**config.mk**
```make
export PLATFORM = sky130hd
export DESIGN_NAME = lctlm_ctrl
export DESIGN_NICKNAME = d
export VERILOG_FILES = /design/src/rtl/lctlm_pkg.sv /design/src/rtl/lctlm_ctrl.sv
export SDC_FILE = /design/constraint.sdc
export NUM_CORES = 1
export LEC_CHECK = 0
export BUFFER_PORTS_ARGS = -buffer_cell sky130_fd_sc_hd__buf_2
export CORE_MARGIN = 3
export CORE_UTILIZATION = 55
export CTS_CLUSTER_DIAMETER = 40
export CTS_CLUSTER_SIZE = 12
export DETAILED_ROUTE_END_ITERATION = 8
export PLACE_DENSITY_LB_ADDON = 0.15
export SYNTH_ARGS = -nofsm -noshare
export SYNTH_HDL_FRONTEND = slang
export SYNTH_SLANG_ARGS = --single-unit
```
**constraint.sdc**
```tcl
create_clock -name clk -period 4.65 [get_ports clk]
set_input_delay 0.2325 -clock clk [delete_from_list [all_inputs] [get_ports clk]]
set_output_delay 0.2325 -clock clk [all_outputs]
set_load 0.01 [all_outputs]
```
**src/rtl/lctlm_pkg.sv**
```systemverilog
// ----------------------------------------------------------------------------
// lctlm_pkg
// Shared types and codes of the Li Chao tree block: item payloads, the
// controller states, and the command and status bundles between the
// controller and the datapath.
// ----------------------------------------------------------------------------
`default_nettype none

package lctlm_pkg;

	// Default number of offset bits of the covered x domain.
	localparam int DOMAIN_BITS_DEF = 10;

	// Configuration register indexes.
	localparam logic CFG_X_MIN = 1'b0;
	localparam logic CFG_MODE  = 1'b1;

	// Item operation codes.
	typedef enum logic [1:0] {
		OP_ADD_ALL = 2'd0,
		OP_ADD_SEG = 2'd1,
		OP_QUERY   = 2'd2,
		OP_NONE    = 2'd3
	} op_t;

	// Evaluation point of a node: left end, mid point, right end, query x.
	typedef enum logic [1:0] {
		PT_LO  = 2'd0,
		PT_MID = 2'd1,
		PT_HI  = 2'd2,
		PT_QRY = 2'd3
	} pt_t;

	// Node index update.
	typedef enum logic [2:0] {
		IDX_HOLD    = 3'd0,
		IDX_ROOT    = 3'd1,
		IDX_LEFT    = 3'd2,
		IDX_RIGHT   = 3'd3,
		IDX_SIB     = 3'd4,
		IDX_PARENT  = 3'd5,
		IDX_RESTORE = 3'd6,
		IDX_INC     = 3'd7
	} idx_op_t;

	typedef enum logic [4:0] {
		ST_CLEAR,
		ST_IDLE,
		ST_DISPATCH,
		ST_LN_RD,
		ST_LN_CHK,
		ST_LN_MUL,
		ST_LN_ADD,
		ST_LN_CMP,
		ST_LN_DEC,
		ST_LN_END,
		ST_SG_VISIT,
		ST_SG_RD,
		ST_SG_CHK,
		ST_SG_MUL,
		ST_SG_ADD,
		ST_SG_CMP,
		ST_SG_DEC,
		ST_SG_FIN,
		ST_Q_RD,
		ST_Q_CHK,
		ST_Q_MUL,
		ST_Q_ADD,
		ST_Q_ACC,
		ST_Q_NEXT,
		ST_DONE
	} state_t;

	typedef struct packed {
		logic [1:0]         operation;
		logic signed [31:0] slope;
		logic signed [31:0] intercept;
		logic signed [31:0] seg_lo;
		logic signed [31:0] seg_hi;
		logic signed [31:0] query_x;
	} in_item_t;

	typedef struct packed {
		logic signed [63:0] best_value;
		logic               found;
		logic               out_of_range;
	} out_item_t;

	// One stored tree node.
	typedef struct packed {
		logic               valid;
		logic signed [31:0] a;
		logic signed [31:0] b;
	} node_t;

	typedef struct packed {
		logic    accept;
		logic    mem_wr;
		logic    clr;
		logic    swap;
		logic    load_na_seg;
		logic    save_idx;
		idx_op_t idx_op;
		pt_t     pt;
		logic    use_seg;
		logic    eval_mul;
		logic    eval_add;
		logic    eval_cmp;
		logic    acc_clear;
		logic    acc_upd;
		logic    out_load;
	} dp_cmd_t;

	typedef struct packed {
		logic [1:0] op;
		logic       rd_valid;
		logic       leaf;
		logic       is_root;
		logic       idx_odd;
		logic       clr_last;
		logic       seg_empty;
		logic       seg_disjoint;
		logic       seg_cover;
		logic       qry_oor;
		logic       qry_left;
		logic [2:0] nw;
		logic [2:0] ob;
	} dp_status_t;

endpackage

`default_nettype wire

```
**src/rtl/lctlm_ctrl.sv**
```systemverilog
// ----------------------------------------------------------------------------
// lctlm_ctrl
// Controller of the Li Chao tree: clearing sweep, line descent, segment
// traversal, query walk and the output handshake.
// ----------------------------------------------------------------------------
`default_nettype none

module lctlm_ctrl
	import lctlm_pkg::*;
(
	input  logic       clk,
	input  logic       arst_n,
	input  logic       in_valid,
	output logic       in_stall,
	output logic       out_valid,
	input  logic       out_stall,
	input  dp_status_t status,
	output dp_cmd_t    cmd
);

	state_t state_q, state_d;
	pt_t    pt_q, pt_d;
	logic   out_valid_q;

	always_ff @(posedge clk or negedge arst_n) begin
		if (!arst_n) begin
			state_q     <= ST_CLEAR;
			pt_q        <= PT_LO;
			out_valid_q <= 1'b0;
		end else begin
			state_q <= state_d;
			pt_q    <= pt_d;
			if (cmd.out_load) begin
				out_valid_q <= 1'b1;
			end else if (!out_stall) begin
				out_valid_q <= 1'b0;
			end
		end
	end

	// Next state.
	always_comb begin
		state_d = state_q;
		pt_d    = pt_q;
		case (state_q)
			ST_CLEAR: begin
				if (status.clr_last) begin
					state_d = ST_IDLE;
				end
			end
			ST_IDLE: begin
				if (in_valid) begin
					state_d = ST_DISPATCH;
				end
			end
			ST_DISPATCH: begin
				case (status.op)
					OP_ADD_ALL: state_d = ST_LN_RD;
					OP_ADD_SEG: state_d = status.seg_empty ? ST_DONE : ST_SG_VISIT;
					OP_QUERY:   state_d = status.qry_oor ? ST_DONE : ST_Q_RD;
					default:    state_d = ST_DONE;
				endcase
			end
			ST_LN_RD: state_d = ST_LN_CHK;
			ST_LN_CHK: begin
				if (!status.rd_valid) begin
					state_d = ST_LN_END;
				end else begin
					pt_d    = PT_LO;
					state_d = ST_LN_MUL;
				end
			end
			ST_LN_MUL: state_d = ST_LN_ADD;
			ST_LN_ADD: state_d = ST_LN_CMP;
			ST_LN_CMP: begin
				if (status.leaf || pt_q == PT_HI) begin
					state_d = ST_LN_DEC;
				end else begin
					pt_d    = (pt_q == PT_LO) ? PT_MID : PT_HI;
					state_d = ST_LN_MUL;
				end
			end
			ST_LN_DEC: begin
				if (status.leaf || (status.nw[PT_LO] == status.nw[PT_HI])) begin
					state_d = ST_LN_END;
				end else begin
					state_d = ST_LN_RD;
				end
			end
			ST_LN_END: begin
				state_d = (status.op == OP_ADD_SEG) ? ST_SG_FIN : ST_DONE;
			end
			ST_SG_VISIT: begin
				if (status.seg_disjoint) begin
					state_d = ST_SG_FIN;
				end else if (status.seg_cover) begin
					state_d = ST_LN_RD;
				end else if (status.leaf) begin
					state_d = ST_SG_FIN;
				end else begin
					state_d = ST_SG_RD;
				end
			end
			ST_SG_RD: state_d = ST_SG_CHK;
			ST_SG_CHK: begin
				if (!status.rd_valid) begin
					state_d = ST_SG_VISIT;
				end else begin
					pt_d    = PT_LO;
					state_d = ST_SG_MUL;
				end
			end
			ST_SG_MUL: state_d = ST_SG_ADD;
			ST_SG_ADD: state_d = ST_SG_CMP;
			ST_SG_CMP: begin
				if (pt_q == PT_LO) begin
					pt_d    = PT_HI;
					state_d = ST_SG_MUL;
				end else begin
					state_d = ST_SG_DEC;
				end
			end
			ST_SG_DEC: begin
				state_d = (status.ob[PT_LO] && status.ob[PT_HI]) ? ST_SG_FIN : ST_SG_VISIT;
			end
			ST_SG_FIN: begin
				if (status.is_root) begin
					state_d = ST_DONE;
				end else if (!status.idx_odd) begin
					state_d = ST_SG_VISIT;
				end
			end
			ST_Q_RD: state_d = ST_Q_CHK;
			ST_Q_CHK: begin
				if (status.rd_valid) begin
					pt_d    = PT_QRY;
					state_d = ST_Q_MUL;
				end else begin
					state_d = ST_Q_NEXT;
				end
			end
			ST_Q_MUL: state_d = ST_Q_ADD;
			ST_Q_ADD: state_d = ST_Q_ACC;
			ST_Q_ACC: state_d = ST_Q_NEXT;
			ST_Q_NEXT: begin
				state_d = status.leaf ? ST_DONE : ST_Q_RD;
			end
			ST_DONE: begin
				if (!out_valid_q || !out_stall) begin
					state_d = ST_IDLE;
				end
			end
			default: state_d = ST_IDLE;
		endcase
	end

	// Commands to the datapath.
	always_comb begin
		cmd        = '0;
		cmd.idx_op = IDX_HOLD;
		cmd.pt     = pt_q;
		case (state_q)
			ST_CLEAR: begin
				cmd.mem_wr = 1'b1;
				cmd.clr    = 1'b1;
				cmd.idx_op = IDX_INC;
			end
			ST_IDLE: begin
				cmd.accept = in_valid;
			end
			ST_DISPATCH: begin
				cmd.acc_clear = 1'b1;
				case (status.op)
					OP_ADD_ALL: cmd.idx_op = IDX_ROOT;
					OP_ADD_SEG: cmd.idx_op = status.seg_empty ? IDX_HOLD : IDX_ROOT;
					OP_QUERY:   cmd.idx_op = status.qry_oor ? IDX_HOLD : IDX_ROOT;
					default:    cmd.idx_op = IDX_HOLD;
				endcase
			end
			ST_LN_CHK: begin
				cmd.mem_wr = !status.rd_valid;
			end
			ST_LN_MUL: cmd.eval_mul = 1'b1;
			ST_LN_ADD: cmd.eval_add = 1'b1;
			ST_LN_CMP: cmd.eval_cmp = 1'b1;
			ST_LN_DEC: begin
				// Leaf: only the left point decides.
				if (status.leaf) begin
					cmd.mem_wr = status.nw[PT_LO];
				end else if (status.nw[PT_LO] && status.nw[PT_HI]) begin
					cmd.mem_wr = 1'b1;
				end else if (status.nw[PT_LO] || status.nw[PT_HI]) begin
					// The lines cross inside: keep the mid-point winner here.
					cmd.mem_wr = status.nw[PT_MID];
					cmd.swap   = status.nw[PT_MID];
					cmd.idx_op = (status.nw[PT_LO] != status.nw[PT_MID]) ? IDX_LEFT : IDX_RIGHT;
				end
			end
			ST_LN_END: begin
				if (status.op == OP_ADD_SEG) begin
					cmd.idx_op = IDX_RESTORE;
				end
			end
			ST_SG_VISIT: begin
				if (!status.seg_disjoint && status.seg_cover) begin
					cmd.save_idx    = 1'b1;
					cmd.load_na_seg = 1'b1;
				end
			end
			ST_SG_CHK: begin
				if (!status.rd_valid) begin
					cmd.idx_op = IDX_LEFT;
				end
			end
			ST_SG_MUL: begin
				cmd.use_seg  = 1'b1;
				cmd.eval_mul = 1'b1;
			end
			ST_SG_ADD: begin
				cmd.use_seg  = 1'b1;
				cmd.eval_add = 1'b1;
			end
			ST_SG_CMP: begin
				cmd.use_seg  = 1'b1;
				cmd.eval_cmp = 1'b1;
			end
			ST_SG_DEC: begin
				if (!(status.ob[PT_LO] && status.ob[PT_HI])) begin
					cmd.idx_op = IDX_LEFT;
				end
			end
			ST_SG_FIN: begin
				if (!status.is_root) begin
					cmd.idx_op = status.idx_odd ? IDX_PARENT : IDX_SIB;
				end
			end
			ST_Q_MUL: cmd.eval_mul = 1'b1;
			ST_Q_ADD: cmd.eval_add = 1'b1;
			ST_Q_ACC: cmd.acc_upd  = 1'b1;
			ST_Q_NEXT: begin
				if (!status.leaf) begin
					cmd.idx_op = status.qry_left ? IDX_LEFT : IDX_RIGHT;
				end
			end
			ST_DONE: begin
				cmd.out_load = !out_valid_q || !out_stall;
			end
			default: ;
		endcase
	end

	assign in_stall  = (state_q != ST_IDLE);
	assign out_valid = out_valid_q;

endmodule

`default_nettype wire

```
After elaboration in Yosys (flattened, before gate mapping)

Index checks and enable logic that the tools add are counted.

Register bits after elaboration: 8
Input bits: 22

Equal/unequal tests: 39
Mux-type cells: 62
Reductions and logical operators: 22

Operators with widths:

| operator             | number |
|---|---|
| $pmux W5 S25         | 1 |
| $mux W5              | 11 |
| $eq A5 B5 Y1 const B | 9 |
| $eq A5 B4 Y1 const B | 8 |
| $mux W2              | 14 |
| $mux W4              | 6 |
| $pmux W3 S8          | 1 |
| $mux W1              | 22 |
| $eq A5 B3 Y1 const B | 4 |
| $pmux W5 S3          | 1 |
| $ne A2 B2 Y1 const B | 6 |
| $eq A5 B2 Y1 const B | 2 |
| $mux W3              | 3 |
| $reduce_or A3 Y1     | 3 |
| $pmux W2 S4          | 1 |
| $pmux W1 S3          | 2 |
| $eq A5 B1 Y1 const B | 1 |
| $logic_not A5 Y1     | 1 |
| $ne A5 B1 Y1 const B | 1 |
| $reduce_and A5 Y1    | 1 |
| $eq A2 B2 Y1 const B | 2 |
| $logic_not A1 Y1     | 4 |
| $logic_not A2 Y1     | 2 |
| $logic_or A1 B1 Y1   | 4 |
| 9 further kinds      | 13 |

Depth between registers and ports, before layout

Gate-level depths: netlist of run 1.

Depth after elaboration: 6
Gate-level depth with buffers: 8

Least setup slack after synthesis of run 1

No wires, ideal clock.

Kind: register to output
Start: reg state_q[4]
End: out cmd[13] in the netlist's numbering
Arrival: 1,481 ps
Path slack: 2,937 ps
Cell stages (with the launch flop): 7
Path through: dfrtp_1 -> buf_6 -> buf_4 -> nor3b_4 -> nand2_1 -> nor3_1 -> buf_4

RTL lines:

| what                   | line             | text |
|---|---|---|
| start, declared        | lctlm_ctrl.sv:21 | `state_t state_q, state_d;` |
| start signal, assigned | lctlm_ctrl.sv:31 | `state_q <= state_d;` |
| end, declared          | lctlm_ctrl.sv:18 | `output dp_cmd_t cmd` |

==> summary.md, run 1 <==
| Metric | Value |
|---|---|
| Max Freq | about 400 MHz |
| Final max-slew violation count | 0 |
| Leakage | around 0.00067 µW |
| Chip height | 54.7 µm |
| Clock sinks | 8 |
| Crit Path Class | reg -> out |
| ANT nets after route | 0 |
| Synth top area share | 15.4% |
| Syn Nets | 214 |
| GP Congestion | about 0.94 |
| Final Hold Viols | 0 |
| Global route overflow | 0 |
| CTS tree | yes |
| Min Tclk post-route | approximately 2.5 ns |
| Critical Path Source Type | flop |
| Fraction of layout cells with a size suffix above 1 | 24.0% |
| Post-layout util | between 60% and 70% |
| IO Pins | between 40 and 50 |
| Latest clock arrival within the worst-skew pair | roughly 0.25 ns |
| # fillers | around 200 |
| Final worst-path cycle share | between 50% and 60% |
| Maximum Capacitance Violations | 0 |
| Required @ worst endpoint | between 4 and 5 ns |
| HPWL after detailed placement | roughly 2.8 mm |
| Total number of vias | ~1.6k |
| Worst path arrival time | 2.25 ns |
| Synth area leaders | dfrtp_1, nand2_1, a21oi_1 |
| Slew @ Worst Pin | about 0.99 ns |
| Design area | 0.00145 mm² |
| DRC violations left | 0 |
| Hold slack final | around 0.31 ns |
| First-pass GRT wire length | approximately 6 mm |
| RSZ-0062 raised after global routing | no |
| Hold depth | 3 |
| Pre-CTS WS | between 2 and 2.5 ns |
| Worst r2r path cells | 5 |
| Post-Synthesis Mean Instance Area | a little under 7 µm² |
| Register bit total from synthesis | 8 |
| Area Overhead vs Synth | 10.9% |
| Initial drt markers | 80 |
| Most frequent cells in the layout | buf_2, nand2_1, a21oi_1 |
| Router iterations before antenna repair | 5 |
| Area leader, netlist | dfrtp_1 |
| Clk buf depth | 2 |
| Status | complete, no violations |
| Yosys Warn Count | 0 |
| Clock Tree Root | clkbuf_4 |
| Register area | between 200 and 250 µm² |
| Rows | 17 |
| Nature of the critical path endpoint | output port |
| Cell Area, Placed | approximately 0.0014 mm² |
| Most common cell after layout, fill and taps aside | buf_2 |
| Core area | roughly 0.0022 mm² |
| Die area | 0.00299 mm² |
| GR Util All Layers | 27.5% |
| Cell count after synthesis | 190 |
| Vias in the first global route | between 1k and 1.5k |
| Top_reg_cell synth | dfrtp_1 |
| Pwr dens | around 570 mW/mm² |
| Largest net degree at the start of global routing | 33 |
| Worst vdd ir | about 440 µV |
| Post-synth cell types | 50 |
| Post-route setup slack | around 2.2 ns |
| Diodes inserted | 0 |
| IO buf count | 40 |
| Post-synthesis cell area | about 0.0013 mm² |
| H-tree levels | 1 |
| Multi-input logic area | around 940 µm² |
| Drt total wl | between 3 and 4 mm |
| Async S/R FF share, synth | 100% |
| Initial Utilization | between 50 and 60% |
| Post-synth EDFFs | 0 |
| Register area share after synthesis | between 10% and 20% |
| Worst hold path class | in -> reg |
| Drt wl/cell | ~16 µm |
| Worst Path Max Fanout | 23 |
| Setup TNS | 0 ns |
| Nets | about 240 |
| Final Setup Violations | 0 |
| Clock skew | around 0.0040 ns |
| Clock transition at the registers of the reported paths | around 0.06 ns |
| Initial antenna violation count | 0 |
| Worst slew margin | between 30% and 40% |
| CTS buffer count | 3 |
| Number of vias per cell | approximately 6.5 |
| Die Wd | about 55 µm |
| Post-CTS setup buffer count | 0 |
==> worst max-delay path: stages (launching register included) <==
cell and delay, ns:
dfrtp_1 0.84, and2b_1 0.36, nand2_1 0.15, nor3b_1 0.06
a211oi_1 0.35, nand2_1 0.10, buf_2 0.15
==> cell usage after synthesis (3+ instances only) <==
| library cell | n |
|---|---|
| o22ai_1 | 7 |
| and2b_1 | 3 |
| o21ai_0 | 4 |
| nor3_1 | 6 |
| buf_2 | 4 |
| nand3_1 | 6 |
| nor2_1 | 12 |
| nand4_1 | 4 |
| nor4_1 | 5 |
| nor3b_1 | 4 |
| o21a_1 | 3 |
| a21oi_1 | 15 |
| buf_6 | 4 |
| a31oi_1 | 6 |
| nand2_1 | 33 |
| and3_1 | 3 |
| nor2b_1 | 3 |
| nand2b_1 | 3 |
| dfrtp_1 | 8 |
| a211oi_1 | 6 |
| inv_1 | 10 |
| buf_4 | 7 |
==> cells by family (layout without fill, tap and decap cells) <==
family                     after synthesis  count (layout)  share of synthesized area, %
AOI/OAI and AO/OA                       54              54                          28.2
xor gates and xnor gates                 2               2                          1.34
adders and majority gates                2               2                          1.92
buffers and inverters                   28              55                          12.8
DFF                                      8               8                          15.4
muxes                                    3               3                          2.50
and+or+nand+nor                         93              93                          37.9
==> per-layer routing <==
metal  share of wire, %  vias to the layer above  track usage, %
met5                  0                        -               0
met1                 40                      720            37.5
met2                 46                      116            42.3
met3                 12                       15            7.90
met4                2.3                        0            6.22
li1                   -                      743               -
==> what timing repair did <==
action	CTS	global route
gates resized for setup	0	0
hold endpoints to repair	8	0
hold buffers	1	0
==> flip-flops by register name, indices dropped and copies added, names as in the netlist <==
name       count
state_q        5
pt_q           2
out_valid      1
==> cell type report <==
cell class / instances / share of cell area (%)
Sequential cell: 8 / 13.8
Tap cell: 28 / 2.42
Clock buffer: 3 / 1.56
Inverter: 11 / 2.85
Multi-Input combinational cell: 154 / 64.8
Timing Repair Buffer: 41 / 14.5
==> power breakdown <==
part | total (µW) | switching [µW] | leakage [µW] | internal (µW)
registers | 240 | 143 | 0.000103 | 96.3
clock network | 52.8 | 23.3 | 0.0000138 | 29.5
logic | 527 | 292 | 0.000556 | 234
==> worst paths after layout <==
| check | start | end | slack, ns |
|---|---|---|---|
| worst max-delay path | state_q[2]$_DFFE_PN0P_ | cmd[10] | 2.16 |
| worst min-delay path | out_stall | out_valid$_DFFE_PN0P_ | 0.31 |
| worst max register to register | state_q[1]$_DFFE_PN0P_ | state_q[3]$_DFFE_PN0P_ | 2.40 |
| worst min register to register | pt_q[1]$_DFFE_PN0P_ | pt_q[1]$_DFFE_PN0P_ | 0.55 |
| max in group asynchronous | arst_n | state_q[0]$_DFFE_PN0P_ | 4.12 |
| min in group asynchronous | arst_n | pt_q[0]$_DFFE_PN0P_ | 0.35 |
==> stage by stage <==
step | power, µW | instances
6_report | 819 | 245
5_1_grt | 890 | 245
4_1_cts | 805 | 245
3_5_place_dp | 750 | 241
3_3_place_gp | 738 | 241
2_1_floorplan | 648 | 190
Power figures use the tool's default switching activity.
==> run 2: changes to the inputs <==
ABC_AREA = 1   (was default)
CORE_UTILIZATION = 50   (was 55)
clock period = 2.35 ns   (was 4.65 ns; I/O delays follow)
==> summary.md, run 2 <==
| Metric | Value |
|---|---|
| Status | complete, no violations |
| Worst path arrival time | 1.81 ns |
| P_sw | between 800 and 900 µW |
| Critical Path Source Type | flop |
| Latest clock arrival within the worst-skew pair | around 0.26 ns |
| Final worst-path cycle share | approximately 80% |
| Initial antenna violation count | 0 |
| HPWL after detailed placement | ~2.8 mm |
| Crit Path Class | reg -> out |
| DRC violations left | 0 |
| First-pass GRT wire length | 5.44 mm |
| Area Overhead vs Synth | 18.5% |
| Most frequent cell after synthesis | nand2_1 |
| Slew @ Worst Pin | a little over 0.4 ns |
| Pwr dens | approximately 1000 mW/mm² |
| Register bit total from synthesis | 8 |
| Clock power frac | under 10% |
| Async S/R FF share, synth | between 90% and 100% |
| Multi-input logic area | 847 µm² |
| Post-synthesis cell area | roughly 0.0012 mm² |
| Post-synthesis mux area share | 0% |
| RSZ-0062 raised after global routing | no |
| IO buf count | 40 |
| Syn Nets | 245 |
| Synth top area share | between 10% and 20% |
| Final Setup Violations | 0 |
| Nets | 287 |
| Worst vdd ir | a little over 700 µV |
| Fraction of layout cells with a size suffix above 1 | approximately 28% |
| Hold slack final | slightly below 0.1 ns |
| Most frequent cells in the layout | nand2_1, buf_2, inv_1 |
| Yosys Warn Count | 0 |
| Final Hold Viols | 0 |
| Worst Path Max Fanout | 13 |
| Initial Utilization | a little over half |
| R2R setup slack | 0.72 ns |
| Main combinational cell family by area after synthesis | simple AND/OR/NAND/NOR gates |
| GP Congestion | 0.940 |
| Drt total wl | between 3 and 4 mm |
| Synth Area in Compound Gates | roughly 10% |
| Largest net degree at the start of global routing | 14 |
| Reg-to-reg critical path startpoint | state_q[4]$_DFFE_PN0P_ |
| Clock sinks | 8 |
| Die Wd | roughly 56 µm |
| Synth Area in Simple Gates | a little under three fifths |
| Top_reg_cell synth | dfrtp_1 |
| Initial drt markers | between 40 and 50 |
| Post-synth cell types | 27 |
| Synth Area in Adders | 2.04% |
| CTS buffer count | 3 |
| Chip height | between 50 and 60 µm |
| Combinational share of power | a little under three quarters |
| Router iterations before antenna repair | 4 |
| Drt wl/cell | around 11 µm |
| Register area share after synthesis | between 10% and 20% |
| Diodes inserted | 0 |
| Post-synth EDFFs | 0 |
| Most common cell after layout, fill and taps aside | nand2_1 |
| ANT nets after route | 0 |
| GR Util All Layers | ~22% |
| Synth area leaders | nand2_1, dfrtp_1, inv_1 |
| Worst hold path class | in -> reg |
| Clk buf depth | 2 |
| Maximum Capacitance Violations | 0 |
| Setup TNS | 0 ns |
| Hold depth | 3 |
| Vias in the first global route | about 1.3k |
| Hold Path End | out_valid$_DFFE_PN0P_ |
| Sw Ratio | a little under 60% |
| Core area | roughly 0.0023 mm² |
| R2R Path End | state_q[0]$_DFFE_PN0P_ |
| Cell Int Power | 626 µW |
| Min Tclk post-route | 1.93 ns |
| H-tree levels | 1 |
| Cell count after synthesis | ~220 |
| Clock transition at the registers of the reported paths | about 0.050 ns |
| Post-synth top cells | nand2_1, inv_1, nor2_1 |
| # fillers | between 200 and 300 |
| Max Freq | 519 MHz |
| Number of flip-flops in the largest register | 5 |
| Required @ worst endpoint | between 2 and 2.5 ns |
| CTS resizes | 0 |
| Clock skew | ~0.004 ns |
| Worst slew margin | 73.0% |
| Number of vias per cell | between 5 and 6 |
| Flop pwr share | between 20% and 30% |
| Die area | just over 0.003 mm² |
| Total number of vias | ~1.5k |
| IO Pins | 42 |
| Rows | 17 |
| CTS tree | yes |
| Post-Synth XOR/XNOR Area | less than 1% |
| Reg with most FFs | state_q |
| Leakage | 0.000905 µW |
| Global route overflow | 0 |
| Final max-slew violation count | 0 |
| Worst r2r path cells | 9 |
| Nature of the critical path endpoint | output port |
| Worst hold start | out_stall |
| Register area | ~200 µm² |
| Area leader, netlist | nand2_1 |
| Post-Synthesis Mean Instance Area | 5.55 µm² |
| Clock Tree Root | clkbuf_4 |
-- run 2: cell count changes in the layout (fill, tap and decap cells not counted), sizes merged, moves of 4 or more --
cell | before | now
a211oi | 6 | 0
nor2 | 13 | 42
a21oi | 15 | 8
nand3 | 6 | 22
o22ai | 7 | 1
nand2 | 33 | 72
inv | 10 | 35
a31oi | 6 | 0
nor3b | 6 | 0
o21ai | 4 | 8
-- run 2: critical path: stages (launching register included) --
cell     delay [ns]
dfrtp_1        0.51
inv_2          0.26
nand2_1        0.14
nor2_2         0.20
inv_1          0.14
nand2_1        0.09
inv_1          0.05
nand2_1        0.05
buf_2          0.12
-- run 2: area by class of cell --
| cell class | instances | share of cell area [%] |
|---|---|---|
| Clock buffer | 3 | 1.55 |
| Tap cell | 28 | 2.41 |
| Multi-Input combinational cell | 173 | 58.3 |
| Timing Repair Buffer | 42 | 15.0 |
| Sequential cell | 8 | 13.8 |
| Inverter | 35 | 9.04 |
-- run 2: how the worst max path moves through the flow --
stage,cells after the start,slack [ns],endpoint,from
floorplan,7,0.86,cmd[13],state_q[3]$_DFFE_PN0P_
global placement,8,0.72,cmd[10],state_q[4]$_DFFE_PN0P_
detailed placement,8,0.73,cmd[10],state_q[4]$_DFFE_PN0P_
CTS,8,0.44,cmd[10],state_q[4]$_DFFE_PN0P_
global route,8,0.24,cmd[11],state_q[4]$_DFFE_PN0P_
finish,8,0.42,cmd[10],state_q[4]$_DFFE_PN0P_
-- run 2: metrics by stage --
| step | area (µm²) | utilization (%) | instances | total power [µW] | setup slack [ns] |
|---|---|---|---|---|---|
| global route | 1450 | 63.9 | 289 | 1660 | 0.239 |
| CTS | 1450 | 63.9 | 289 | 1490 | 0.436 |
| global placement | 1420 | 62.5 | 285 | 1370 | 0.717 |
| floorplan | 1230 | - | 221 | 1120 | 0.857 |
| detailed placement | 1420 | 62.5 | 285 | 1370 | 0.725 |
| finish | 1450 | 63.9 | 289 | 1490 | 0.423 |
-- run 2: logic make-up (layout without fill, tap and decap cells) --
family	count (synthesis)	after routing
and+or+nand+nor	150	150
buffers and inverters	40	80
AOI/OAI and AO/OA	20	20
DFF	8	8
adders and majority gates	2	2
xor gates and xnor gates	1	1
-- run 2: routing by layer --
layer / global-route usage (%) / part of all wire (%) / vias to the layer above
li1: - / - / 785
met1: 29.9 / 45 / 643
met2: 35.5 / 47 / 53
met3: 3.97 / 7.0 / 6
met4: 6.60 / 0.85 / 0
met5: 0 / 0 / -
-- run 2: what timing repair did --
| item | 4_1_cts | 5_1_grt |
|---|---|---|
| setup buffers | 0 | 0 |
| hold buffers | 1 | 0 |
| hold endpoints to repair | 8 | 0 |
-- run 2: power groups by stage --
stage / sequential (µW) / combinational (µW) / clock, µW
global placement: 309 / 1060 / 0
detailed placement: 310 / 1060 / 0
CTS: 308 / 1070 / 111
finish: 313 / 1070 / 105
global route: 324 / 1220 / 120
floorplan: 263 / 854 / 0
==> run 3: changes to the inputs <==
CORE_UTILIZATION = 46   (was 50)
clock period = 1.6 ns   (was 2.35 ns; I/O delays follow)
==> summary.md, run 3 (synthesis gave the netlist of run 2 again) <==
| Metric | Value |
|---|---|
| Layout Cells excl Fill | between 300 and 400 |
| First-pass GRT wire length | between 6 and 7 mm |
| Number of flip-flops in the largest register | 5 |
| Fraction of layout cells with a size suffix above 1 | 43.3% |
| Die Wd | 57.7 µm |
| Post-route setup slack | -0.0297 ns |
| Nets | between 300 and 400 |
| Worst path arrival time | 1.55 ns |
| Total number of vias | 1679 |
| Final worst-path cycle share | 102% |
| Clock power frac | under 10% |
| Drt wl/cell | approximately 13 µm |
| Hold depth | 3 |
| Diodes inserted | 0 |
| Initial antenna violation count | 0 |
| Clk buf depth | 2 |
| Required @ worst endpoint | 1.52 ns |
| Initial Utilization | about half |
| DRC violations left | 0 |
| Nature of the critical path endpoint | output port |
| GR Util All Layers | a little under a quarter |
| Final Hold Viols | 0 |
| Flop pwr share | ~16% |
| Post-layout util | 71.2% |
| Worst slew margin | between 70% and 80% |
| CTS buffer count | 3 |
| Final Setup Violations | 2 |
| Maximum Capacitance Violations | 0 |
| Pwr dens | between 1500 and 2000 mW/mm² |
| Latest clock arrival within the worst-skew pair | 0.25 ns |
| Most frequent cells in the layout | nand2_1, buf_2, inv_1 |
| Leakage | about 0.0011 µW |
| R2R Path End | state_q[2]$_DFFE_PN0P_ |
| IO buf count | 40 |
| Worst vdd ir | between 1000 and 1500 µV |
| Failing checks | negative setup slack |
| Rows | 18 |
| Worst hold start | out_stall |
| P_sw | approximately 1600 µW |
| H-tree levels | 1 |
| Final max-slew violation count | 0 |
| Combinational share of power | 78.5% |
| Drt total wl | between 4 and 5 mm |
| Reg-to-reg critical path startpoint | state_q[0]$_DFFE_PN0P_ |
| GP Congestion | between 0.9 and 1 |
| R2R setup slack | around 0.010 ns |
| Crit Path Class | reg -> out |
| Largest net degree at the start of global routing | 14 |
| Reg with most FFs | state_q |
| Hold Path End | out_valid$_DFFE_PN0P_ |
| Max Freq | slightly above 600 MHz |
| Worst Path Max Fanout | 4 |
| Initial drt markers | just under 90 |
| Area Overhead vs Synth | 45.1% |
| Worst hold path class | in -> reg |
| Cell Area, Placed | ~0.0015 mm² |
| Hold slack final | about 0.063 ns |
| ANT nets after route | 0 |
| Design area | about 0.0018 mm² |
| Global route overflow | 0 |
| RSZ-0062 raised after global routing | yes |
| Worst r2r path cells | 7 |
| Clock skew | between 0.002 and 0.003 ns |
| HPWL after detailed placement | between 2 and 3 mm |
| Vias in the first global route | ~1.5k |
| Min Tclk post-route | approximately 1.6 ns |
| CTS tree | yes |
| Cell Int Power | between 1000 and 1500 µW |
| Critical Path Source Type | flop |
| Placed insts | approximately 300 |
| Number of vias per cell | between 5 and 6 |
| IO Pins | 42 |
| Clock transition at the registers of the reported paths | about 0.050 ns |
| Die area | ~0.0033 mm² |
| Router iterations before antenna repair | 5 |
| Core area | ~0.0025 mm² |
| Chip height | around 58 µm |
| Most common cell after layout, fill and taps aside | nand2_1 |
| Clock Tree Root | clkbuf_4 |
| Status | complete, but fails checks |
| Pre-CTS WS | roughly 0.10 ns |
| Sw Ratio | between 50% and 60% |
| Slew @ Worst Pin | roughly 0.35 ns |
| Clock sinks | 8 |
run 3: through the flow:
stage	setup TNS, ns	power (µW)
after global routing	-0.613	3140
after detailed placement	0	2110
after global placement	0	2120
after floorplan	0	1640
after CTS	-0.00974	2500
final	-0.0462	2880
run 3: per-layer routing:
metal / wire (µm) / global-route usage, % / up-vias
met5: 0 / 0 / -
met4: 71 / 3.97 / 0
met3: 341 / 3.56 / 11
met2: 1970 / 41.6 / 76
met1: 1650 / 31.8 / 758
li1: - / - / 834
run 3: how the worst max path moves through the flow:
stage,slack (ns),cells past startpoint,to,from
global route,-0.10,8,cmd[10],state_q[4]$_DFFE_PN0P_
finish,-0.03,8,cmd[10],state_q[4]$_DFFE_PN0P_
detailed placement,0.1,9,pt_q[1]$_DFFE_PN0P_,state_q[2]$_DFFE_PN0P_
CTS,-0.01,8,cmd[10],state_q[0]$_DFFE_PN0P_
global placement,0.08,9,state_q[0]$_DFFE_PN0P_,state_q[4]$_DFFE_PN0P_
floorplan,0.14,7,cmd[13],state_q[3]$_DFFE_PN0P_
run 3: what timing repair did:
item,in CTS,in global routing
endpoints found under the setup margin,9,12
hold endpoints to repair,8,0
pin swaps,5,10
gates resized for setup,18,27
setup buffers,7,9
hold buffers,1,0
run 3: critical path: stages (launching register included):
cell     delay (ns)
dfrtp_2        0.44
buf_4          0.18
nand3_2        0.11
nor2_2         0.05
nand2_2        0.07
nand2_1        0.06
nor2_2         0.16
nand2_1        0.07
buf_2          0.14
run 3: cell type report:
type	instances	area (µm²)
flip-flops and latches	8	206
clock buffers	3	22.5
well taps	30	37.5
repair buffers	63	392
inverters	35	141
multi-input cells	173	981
fillers	235	719
run 3: power by group through the flow:
stage | registers, µW | clock network, µW | logic (µW)
5_1_grt | 481 | 171 | 2480
4_1_cts | 462 | 151 | 1890
3_3_place_gp | 447 | 0 | 1670
3_5_place_dp | 446 | 0 | 1660
6_report | 472 | 149 | 2260
2_1_floorplan | 387 | 0 | 1250
